<file path="src/rtl/wdwc_pkg.sv">
package wdwc_pkg;

	// Field widths.
	localparam int COUNT_WIDTH     = 16;
	localparam int WEIGHT_WIDTH    = 20;
	localparam int TIME_WIDTH      = 32;
	localparam int OP_WIDTH        = 2;
	localparam int STATE_WIDTH     = 3;
	localparam int CFG_INDEX_WIDTH = 3;
	localparam int CFG_DATA_WIDTH  = 32;

	// Operation codes.
	localparam logic [OP_WIDTH-1:0] OP_UPDATE    = 2'd0;
	localparam logic [OP_WIDTH-1:0] OP_RESET_RUN = 2'd1;
	localparam logic [OP_WIDTH-1:0] OP_CLEAR_ERR = 2'd2;

	// Controller state codes.
	localparam logic [STATE_WIDTH-1:0] ST_IDLE     = 3'd0;
	localparam logic [STATE_WIDTH-1:0] ST_WAIT     = 3'd1;
	localparam logic [STATE_WIDTH-1:0] ST_WATER    = 3'd2;
	localparam logic [STATE_WIDTH-1:0] ST_DONE     = 3'd3;
	localparam logic [STATE_WIDTH-1:0] ST_MANUAL   = 3'd4;
	localparam logic [STATE_WIDTH-1:0] ST_ESENSOR  = 3'd5;
	localparam logic [STATE_WIDTH-1:0] ST_ETIMEOUT = 3'd6;

	// Configuration register indexes.
	localparam logic [CFG_INDEX_WIDTH-1:0] CFG_AUTO_MODE     = 3'd0;
	localparam logic [CFG_INDEX_WIDTH-1:0] CFG_START_WEIGHT  = 3'd1;
	localparam logic [CFG_INDEX_WIDTH-1:0] CFG_TARGET_WEIGHT = 3'd2;
	localparam logic [CFG_INDEX_WIDTH-1:0] CFG_MAX_PUMP_MS   = 3'd3;
	localparam logic [CFG_INDEX_WIDTH-1:0] CFG_COOLDOWN_MS   = 3'd4;

	// Configuration reset values.
	localparam logic [TIME_WIDTH-1:0] MAX_PUMP_MS_RESET = 32'd60000;
	localparam logic [TIME_WIDTH-1:0] COOLDOWN_MS_RESET = 32'd30000;

	typedef logic [COUNT_WIDTH-1:0] count_t;

	// Counter step that holds at the top value.
	function automatic count_t sat_inc(input count_t c);
		if (c == {COUNT_WIDTH{1'b1}}) begin
			return c;
		end
		return c + count_t'(1);
	endfunction

endpackage

</file>
<file path="src/rtl/weight_driven_watering_controller.sv">
// A request is registered in the input register, and its result in the result register.
// Throughput: one request per cycle while out_stall is low; the update of the controller
// state between the input register and the result register is combinational.
// Reset (arst_n low, asynchronous): state idle, pump off, counters and run data
// cleared, auto_mode off, weights 0, max_pump_ms 60000, cooldown_ms 30000.
module weight_driven_watering_controller (
	input  logic                                   clk,
	input  logic                                   arst_n,
	// Configuration writes.
	input  logic                                   cfg_valid,
	output logic                                   cfg_ready,
	input  logic [wdwc_pkg::CFG_INDEX_WIDTH-1:0]   cfg_index,
	input  logic [wdwc_pkg::CFG_DATA_WIDTH-1:0]    cfg_data,
	// Input requests.
	input  logic                                   in_valid,
	output logic                                   in_stall,
	input  logic [wdwc_pkg::OP_WIDTH-1:0]          operation,
	input  logic signed [wdwc_pkg::WEIGHT_WIDTH-1:0] weight,
	input  logic [wdwc_pkg::TIME_WIDTH-1:0]        now_ms,
	// Results.
	output logic                                   out_valid,
	input  logic                                   out_stall,
	output logic [wdwc_pkg::STATE_WIDTH-1:0]       pot_state,
	output logic                                   pump_on,
	output logic [wdwc_pkg::COUNT_WIDTH-1:0]       error_count,
	output logic [wdwc_pkg::COUNT_WIDTH-1:0]       watering_count,
	output logic signed [wdwc_pkg::WEIGHT_WIDTH-1:0] run_start_weight
);

	// Configuration registers.
	logic                                          auto_mode_q;
	logic signed [wdwc_pkg::WEIGHT_WIDTH-1:0]      start_weight_q;
	logic signed [wdwc_pkg::WEIGHT_WIDTH-1:0]      target_weight_q;
	logic [wdwc_pkg::TIME_WIDTH-1:0]               max_pump_ms_q;
	logic [wdwc_pkg::TIME_WIDTH-1:0]               cooldown_ms_q;

	// Input register.
	logic                                          valid_s1;
	logic [wdwc_pkg::OP_WIDTH-1:0]                 op_s1;
	logic signed [wdwc_pkg::WEIGHT_WIDTH-1:0]      weight_s1;
	logic [wdwc_pkg::TIME_WIDTH-1:0]               now_s1;

	// Controller state; it also forms the result register.
	logic [wdwc_pkg::STATE_WIDTH-1:0]              fsm_state_q;
	logic                                          pump_running_q;
	logic [wdwc_pkg::TIME_WIDTH-1:0]               run_start_time_q;
	logic signed [wdwc_pkg::WEIGHT_WIDTH-1:0]      start_weight_seen_q;
	wdwc_pkg::count_t                              errors_seen_q;
	wdwc_pkg::count_t                              runs_done_q;
	logic                                          out_valid_q;

	// Next state.
	logic [wdwc_pkg::STATE_WIDTH-1:0]              fsm_state_n;
	logic                                          pump_running_n;
	logic [wdwc_pkg::TIME_WIDTH-1:0]               run_start_time_n;
	logic signed [wdwc_pkg::WEIGHT_WIDTH-1:0]      start_weight_seen_n;
	wdwc_pkg::count_t                              errors_seen_n;
	wdwc_pkg::count_t                              runs_done_n;
	logic [wdwc_pkg::TIME_WIDTH-1:0]               elapsed;
	logic                                          advance;

	// The request in the input register moves on when the result slot is free.
	assign advance   = valid_s1 && (!out_valid_q || !out_stall);
	assign in_stall  = valid_s1 && !advance;
	assign cfg_ready = 1'b1;

	// Configuration writes.
	always_ff @(posedge clk or negedge arst_n) begin
		if (!arst_n) begin
			auto_mode_q     <= 1'b0;
			start_weight_q  <= '0;
			target_weight_q <= '0;
			max_pump_ms_q   <= wdwc_pkg::MAX_PUMP_MS_RESET;
			cooldown_ms_q   <= wdwc_pkg::COOLDOWN_MS_RESET;
		end else if (cfg_valid && cfg_ready) begin
			case (cfg_index)
				wdwc_pkg::CFG_AUTO_MODE:     auto_mode_q     <= cfg_data[0];
				wdwc_pkg::CFG_START_WEIGHT:  start_weight_q  <= cfg_data[wdwc_pkg::WEIGHT_WIDTH-1:0];
				wdwc_pkg::CFG_TARGET_WEIGHT: target_weight_q <= cfg_data[wdwc_pkg::WEIGHT_WIDTH-1:0];
				wdwc_pkg::CFG_MAX_PUMP_MS:   max_pump_ms_q   <= cfg_data[wdwc_pkg::TIME_WIDTH-1:0];
				wdwc_pkg::CFG_COOLDOWN_MS:   cooldown_ms_q   <= cfg_data[wdwc_pkg::TIME_WIDTH-1:0];
				default: ;
			endcase
		end
	end

	// Input register valid flag.
	always_ff @(posedge clk or negedge arst_n) begin
		if (!arst_n) begin
			valid_s1 <= 1'b0;
		end else if (!in_stall) begin
			valid_s1 <= in_valid;
		end
	end

	// Input register payload.
	always_ff @(posedge clk) begin
		if (in_valid && !in_stall) begin
			op_s1     <= operation;
			weight_s1 <= weight;
			now_s1    <= now_ms;
		end
	end

	assign elapsed = now_s1 - run_start_time_q;

	// One step of the controller for the request in the input register.
	always_comb begin
		fsm_state_n         = fsm_state_q;
		pump_running_n      = pump_running_q;
		run_start_time_n    = run_start_time_q;
		start_weight_seen_n = start_weight_seen_q;
		errors_seen_n       = errors_seen_q;
		runs_done_n         = runs_done_q;
		case (op_s1)
			wdwc_pkg::OP_UPDATE: begin
				if (weight_s1[wdwc_pkg::WEIGHT_WIDTH-1]) begin
					// Sensor failure: stop the pump and count a new error entry unless already in ESENSOR.
					if (pump_running_q) begin
						pump_running_n = 1'b0;
						runs_done_n    = wdwc_pkg::sat_inc(runs_done_q);
						fsm_state_n    = wdwc_pkg::ST_DONE;
					end
					if (fsm_state_n != wdwc_pkg::ST_ESENSOR) begin
						errors_seen_n = wdwc_pkg::sat_inc(errors_seen_q);
					end
					fsm_state_n = wdwc_pkg::ST_ESENSOR;
				end else if (!auto_mode_q) begin
					// Manual mode holds the pump off.
					if (pump_running_q) begin
						pump_running_n = 1'b0;
						runs_done_n    = wdwc_pkg::sat_inc(runs_done_q);
					end
					fsm_state_n = wdwc_pkg::ST_MANUAL;
				end else begin
					case (fsm_state_q)
						wdwc_pkg::ST_IDLE, wdwc_pkg::ST_MANUAL: begin
							fsm_state_n = wdwc_pkg::ST_WAIT;
						end
						wdwc_pkg::ST_WAIT: begin
							// A pump that is already running keeps its run data.
							if (weight_s1 < start_weight_q && !pump_running_q) begin
								pump_running_n      = 1'b1;
								run_start_time_n    = now_s1;
								start_weight_seen_n = weight_s1;
								fsm_state_n         = wdwc_pkg::ST_WATER;
							end
						end
						wdwc_pkg::ST_WATER: begin
							if (weight_s1 >= target_weight_q) begin
								if (pump_running_q) begin
									pump_running_n = 1'b0;
									runs_done_n    = wdwc_pkg::sat_inc(runs_done_q);
									fsm_state_n    = wdwc_pkg::ST_DONE;
								end
							end else if (elapsed > max_pump_ms_q) begin
								// Run timeout: always a fresh error entry.
								if (pump_running_q) begin
									pump_running_n = 1'b0;
									runs_done_n    = wdwc_pkg::sat_inc(runs_done_q);
								end
								errors_seen_n = wdwc_pkg::sat_inc(errors_seen_q);
								fsm_state_n   = wdwc_pkg::ST_ETIMEOUT;
							end
						end
						wdwc_pkg::ST_DONE: begin
							if (pump_running_q) begin
								pump_running_n = 1'b0;
								runs_done_n    = wdwc_pkg::sat_inc(runs_done_q);
							end
							fsm_state_n = wdwc_pkg::ST_WAIT;
						end
						wdwc_pkg::ST_ESENSOR: begin
							if (pump_running_q) begin
								pump_running_n = 1'b0;
								runs_done_n    = wdwc_pkg::sat_inc(runs_done_q);
								fsm_state_n    = wdwc_pkg::ST_DONE;
							end
							// The weight is known to be non-negative here.
							fsm_state_n = wdwc_pkg::ST_WAIT;
						end
						wdwc_pkg::ST_ETIMEOUT: begin
							if (pump_running_q) begin
								pump_running_n = 1'b0;
								runs_done_n    = wdwc_pkg::sat_inc(runs_done_q);
								fsm_state_n    = wdwc_pkg::ST_DONE;
							end
							if (elapsed > cooldown_ms_q) begin
								fsm_state_n = wdwc_pkg::ST_WAIT;
							end
						end
						default: ;
					endcase
				end
			end
			wdwc_pkg::OP_RESET_RUN: begin
				// Restart the run bookkeeping and clear the error count; the pump is left as it is.
				fsm_state_n         = wdwc_pkg::ST_WAIT;
				errors_seen_n       = '0;
				run_start_time_n    = now_s1;
				start_weight_seen_n = weight_s1;
			end
			wdwc_pkg::OP_CLEAR_ERR: begin
				errors_seen_n = '0;
			end
			default: ;
		endcase
	end

	// Controller state update and result valid flag.
	always_ff @(posedge clk or negedge arst_n) begin
		if (!arst_n) begin
			fsm_state_q         <= wdwc_pkg::ST_IDLE;
			pump_running_q      <= 1'b0;
			run_start_time_q    <= '0;
			start_weight_seen_q <= '0;
			errors_seen_q       <= '0;
			runs_done_q         <= '0;
			out_valid_q         <= 1'b0;
		end else begin
			if (advance) begin
				fsm_state_q         <= fsm_state_n;
				pump_running_q      <= pump_running_n;
				run_start_time_q    <= run_start_time_n;
				start_weight_seen_q <= start_weight_seen_n;
				errors_seen_q       <= errors_seen_n;
				runs_done_q         <= runs_done_n;
				out_valid_q         <= 1'b1;
			end else if (!out_stall) begin
				out_valid_q <= 1'b0;
			end
		end
	end

	assign out_valid        = out_valid_q;
	assign pot_state        = fsm_state_q;
	assign pump_on          = pump_running_q;
	assign error_count      = errors_seen_q;
	assign watering_count   = runs_done_q;
	assign run_start_weight = start_weight_seen_q;

endmodule

</file>
<file path="config.mk">
export PLATFORM = sky130hd
export DESIGN_NAME = weight_driven_watering_controller
export DESIGN_NICKNAME = d
export VERILOG_FILES = /design/src/rtl/wdwc_pkg.sv /design/src/rtl/weight_driven_watering_controller.sv
export SDC_FILE = /design/constraint.sdc
export NUM_CORES = 1
export LEC_CHECK = 0
export ABC_AREA = 1
export BUFFER_PORTS_ARGS = -buffer_cell sky130_fd_sc_hd__buf_2
export CAP_MARGIN = 30
export CELL_PAD_IN_SITES_DETAIL_PLACEMENT = 1
export CELL_PAD_IN_SITES_GLOBAL_PLACEMENT = 1
export CORE_ASPECT_RATIO = 1.2
export CORE_MARGIN = 3
export CORE_UTILIZATION = 50
export CTS_BUF_LIST = sky130_fd_sc_hd__clkbuf_2
export DETAILED_ROUTE_END_ITERATION = 12
export HOLD_SLACK_MARGIN = 0.1
export PLACE_DENSITY_LB_ADDON = 0.1
export SETUP_SLACK_MARGIN = 0.4
export SLEW_MARGIN = 20
export SYNTH_ARGS = -nofsm -noshare
export SYNTH_HDL_FRONTEND = slang
export SYNTH_SLANG_ARGS = --single-unit
</file>
<file path="constraint.sdc">
create_clock -name clk -period 9 [get_ports clk]
set_input_delay 0.45 -clock clk [delete_from_list [all_inputs] [get_ports clk]]
set_output_delay 0.45 -clock clk [all_outputs]
set_load 0.05 [all_outputs]
</file>
== Word level (Yosys, flattened, before mapping) ==
Cells that the tools add are included.
Storage, ports and cells
  input bits: 94
  output and inout port bits: 59
  bits in registers: 249
  logic and storage cells: 189
Cells by class
  equal/unequal tests: 38
  mux-type cells: 99
  add/subtract/negate cells: 3
  reduce and logical (&&, ||, !) cells: 29
  order comparisons: 4
Operators with widths (number)
  16-bit 2-to-1 mux: 28
  32-bit 2-to-1 mux: 4
  20-bit 2-to-1 mux: 4
  32-bit > comparator: 2
  16-bit case mux with 4 select lines: 1
  32-bit case mux with 2 select lines: 1
  1-bit 2-to-1 mux: 47
  20-bit case mux with 2 select lines: 1
  16-bit by 1-bit adder with 16-bit output, second input constant: 2
  16-bit equality test, second input constant: 2
  16-bit case mux with 2 select lines: 1
  32-bit subtractor: 1
  3-bit 2-to-1 mux: 9
  3-bit != test, second input constant: 7
  20-bit >= comparator: 1
  20-bit less-than comparator: 1
  3-bit by 2-bit equality test with 1-bit output, second input constant: 4
  3-bit equality test, second input constant: 4
  2-bit != test, second input constant: 6
  3-bit case mux with 4 select lines: 1
  11-bit AND reduction: 1
  5-bit != test, second input constant: 2
  2-bit AND reduction: 5
  5-bit AND reduction: 2
  23 further kinds: 36

== Depth between registers and ports, before layout ==
  depth after elaboration: 16
  mapped depth: 30
  gate-level depth less buffers: 30

== Worst setup path before layout ==
OpenSTA, ideal clock, no wires.
  path type: reg2reg
  from: register now_s1[2] (netlist name)
  to: register runs_done_q[12] (netlist: watering_count[12])
  path slack: 5.335 ns
  cell stages (with the launch flop): 23
  clock period less this slack: 3.665 ns
  setup time: 0.120 ns
  buffers on the path: 1
  arrival time: 3.545 ns
  required time: 8.880 ns
  path through: edfxtp_1 ha_1 a21oi_1 nand2_1 a21oi_1 o21ai_0 nand2_1 nand2_1 a21oi_1 o21bai_1 xor2_1 ha_1 nand2_1 nor3_1 and3_1 nand3b_1 nand2_1 nor2_1 o21ai_4 nand3_4 buf_6 nand2_1 nand2_1
Between the ends
  word-level cells in the longest chain between the ends: 4
  elaborated cells on any way between the ends: 5
  classes of those cells: 1 x add/sub; 1 x order compare; 2 x eq/ne; 1 x reduce/logical
RTL lines
  start, declared: RTL line weight_driven_watering_controller.sv:41  | logic [wdwc_pkg::TIME_WIDTH-1:0] now_s1;
  start signal, assigned: RTL line weight_driven_watering_controller.sv:101  | now_s1 <= now_ms;
  32-bit subtractor *: RTL line weight_driven_watering_controller.sv:105  | assign elapsed = now_s1 - run_start_time_q;
  32-bit > comparator *: RTL line weight_driven_watering_controller.sv:156  | end else if (elapsed > max_pump_ms_q) begin
  5-bit != test (no source line) or 3-bit != test (tied branches)
  11-bit AND reduction (no source line) *
  end signal, assigned: RTL line weight_driven_watering_controller.sv:227  | runs_done_q <= runs_done_n;
  end, declared: RTL line weight_driven_watering_controller.sv:49  | wdwc_pkg::count_t runs_done_q;
Every way passes the cells marked *; elsewhere a longest branch is shown, timed or not.
A chain may end at the register's enable or synchronous reset.

== Final worst setup path ==
  from: register now_s1[2] (netlist name)
  to: register runs_done_q[9] (netlist: watering_count[9])
The elaborated chain is that of the path after synthesis.

==> qor.csv <==
metric,value,unit
"Cell Area, Synth",14300,µm²
Pleak,8.83,nW
Setup-failing EPs final,0,
period utilization,54.0,%
die area,30600,µm²
CP cell instances,"ha_1, a21oi_1, nand2_1, a21oi_1, o21ai_0, a21oi_1, o21ai_0, xor2_1, ha_1, nand2_1, nor3_1, nand2_1, nand2_1, nand2_1, nand2_1, nand2_1, nand2_1, nor2_1, nor2_4, nand3_4, nand2_1, nand2_1",
CORE AREA,28000,µm²
max-slew violations,0,
fraction of registers with async set or reset after synthesis,78.3,%
CTS tree,built,
HP Class,input pin to flop,
1st-iter DRT viols,678,
total wire length,44500,µm
clk sinks,249,
GRT Residual Overflow,0,
vias in the first global route,14199,
sw frac,43.8,%
CP bufs+invs,0,
HPWL after DPL,28300,µm
CP max stage delay,0.40,ns
clock buffer count from CTS,69,
net switching power,2.03,mW
GPL Wtd Cong,0.836,
clock latency on the worst-skew pair,0.94,ns
Worst Path Required,9.76,ns
drt via density,5.33,
Power Dens Cells,269,nW/µm²
number of max-cap violations,0,
worst vdd ir,0.164,mV
root buf cell,clkbuf_2,
final setup TNS,0,ns
f_max,206,MHz
fin crit period,4.86,ns
Slew headroom,48.0,%
DR vias,12899,
RSZ-0062 raised after global routing,false,
CP endpoint kind,flop,
Worst Path Arrival,5.62,ns
most frequent cells in the layout,"402 x nand2_1, 241 x inv_1, 181 x dfrtp_1",
Layout area overhead,20.8,%
type of the worst setup path,flop to flop,
Worst setup SP type,flop,
cells after synthesis,1694,
Clock Power Share,22.0,%
Final WS setup,4.14,ns
Global Route Usage Sum,28.6,%
Synth cell types,44,
DRT Pass-1 Iters,5,
Int Pwr,2.60,mW
Die Y,191,µm
pre-CTS setup slack,4.14,ns
Main synth FF type,dfrtp_1,
"most common cell after layout, fill and taps aside",nand2_1,
H-tree lvl count,3,
initial antenna violation count,2,
"Seq/Total Area, Yosys",45.7,%
Detail Route Antenna Nets,0,
Die X,160,µm
Layout Skew,0.112,ns
IO Pins,153,
Mapped Nets,1928,
setup bufs post-CTS,0,
share of layout cells above drive strength 1,15.9,%
Starting Density,51.0,%
sequential share of power,32.5,%
drc violations,0,
Comb pwr share,45.5,%
status,finished clean,
most common cell type on the critical path,nand2_1,
synthesis-stage register bit count,249,
Slew @ Worst Pin,0.780,ns
Slowest cell on crit path,edfxtp_1,
WL per Instance,18.4,µm
first-pass GRT wire length,70500,µm
synth warn,0,
Hold Fails Final Rpt,0,
Avg Inst Size Synth,8.42,µm²
Max clock buf depth,3,
number of synthesized flops with an enable pin,54,
worst-path fanout max,17,
Rows,67,
Top delay family on crit path,simple AND/OR/NAND/NOR gates,
dpl cells,2192,
pin count of the biggest net entering global routing,88,
final net count,2217,
Worst-path clk slew,0.11,ns
Finished Layout Cells,2418,
I/O Buffers,151,
==> sequential cells by signal (all words and copies together), names as in the netlist <==
register          cells
auto_mode_q           1
watering_count       16
now_s1               32
target_weight_q      20
op_s1                 2
pump_on               1
start_weight_q       20
weight_s1            20
max_pump_ms_q        32
run_start_weight     20
cooldown_ms_q        32
valid_s1              1
run_start_time_q     32
out_valid             1
error_count          16
pot_state             3
==> power groups by stage <==
stage               Combinational, mW  Sequential (mW)  Clock, mW
floorplan                        1.31             1.65          0
global placement                 1.92             1.50          0
detailed placement               2.03             1.51          0
CTS                              2.08             1.49       1.03
global route                     2.39             1.53       1.11
finish                           2.11             1.50       1.02
==> cells in the mapped netlist, types with 2 or more instances <==
library cell	instances	area, µm²
edfxtp_1	54	1620
xnor2_1	17	149
nor2_1	108	405
o21ai_0	161	806
dfstp_2	14	368
nand3_1	57	285
xor2_1	36	315
o211ai_1	3	22.5
inv_1	242	908
nor4_1	4	25.0
nor3_1	19	95.1
nand3b_1	6	45.0
nand3_2	2	20.0
a21oi_1	125	626
o21bai_1	3	22.5
nand4_1	35	219
o21a_1	8	60.1
a31oi_1	5	31.3
or2_2	8	50.1
ha_1	139	1740
clkbuf_1	27	101
nand2_1	403	1510
a21o_1	3	22.5
o21ai_1	2	10.0
dfrtp_1	181	4530
buf_2	13	65.1
nor2_2	2	12.5
==> worst reg2reg max path, delay by kind of cell, from the launching register on <==
| kind | cells | cell delay, ns |
|---|---|---|
| AOI/OAI and AO/OA | 5 | 1.35 |
| xor gates and xnor gates | 1 | 0.23 |
| adders and majority gates | 2 | 0.71 |
| DFF | 1 | 0.40 |
| and+or+nand+nor | 14 | 2.07 |
==> final timing paths <==
| path | slack (ns) | startpoint | to | depth (start not counted) |
|---|---|---|---|---|
| max | 4.14 | now_s1[2] | watering_count[9] | 22 |
| min | 0.22 | weight[2] | weight_s1[2] | 2 |
| max reg2reg | 4.14 | now_s1[2] | watering_count[9] | 22 |
| min reg2reg | 0.48 | run_start_weight[14] | run_start_weight[14] | 2 |
| max in group asynchronous | 7.64 | arst_n | max_pump_ms_q[9] | 5 |
| min in group asynchronous | 0.63 | arst_n | run_start_weight[15] | 4 |
==> metrics by stage <==
stage | utilization, % | hold WS (ns) | cell area (µm²) | power (mW)
2_1_floorplan | - | 0.154 | 14300 | 2.96
3_3_place_gp | 55.0 | 0.450 | 15400 | 3.42
3_5_place_dp | 55.1 | 0.392 | 15400 | 3.54
4_1_cts | 61.4 | 0.142 | 17200 | 4.60
5_1_grt | 61.5 | 0.164 | 17200 | 5.03
6_report | 61.5 | 0.224 | 17200 | 4.63
==> area by class of cell <==
cell class	instances	area (µm²)
Fill cell	3479	10800
Multi-Input combinational cell	1160	6670
Sequential cell	249	6520
Timing Repair Buffer	260	1880
Inverter	243	912
Clock buffer	112	561
Tap cell	379	474
Clock inverter	14	211
Antenna cell	1	2.50
==> layer usage <==
| metal | vias to the layer above | routed length (µm) | part of all wire [%] | global-route usage, % |
|---|---|---|---|---|
| met5 | - | 0 | 0 | 0 |
| met4 | 0 | 1530 | 3.4 | 11.6 |
| met3 | 100 | 1950 | 4.4 | 4.55 |
| met2 | 345 | 23200 | 52 | 52.6 |
| met1 | 6293 | 17700 | 40 | 33.2 |
| li1 | 6161 | - | - | - |
==> cells by family (layout without fill, tap and decap cells) <==
group           after synthesis  count (layout)  share of synthesized area, %
simple gates                650             650                          19.2
other cells                   1               2                        0.0263
xor+xnor                     53              53                          3.25
flops                       249             249                          45.7
compound gates              316             316                          11.8
buf+inv                     285             629                          7.69
fa+ha+maj                   140             140                          12.3
==> what timing repair did <==
item                                   CTS  global route
resized for setup                        0             0
endpoints found under the hold margin  303             0
hold buffers                            97             0
Power figures use the tool's default switching activity.
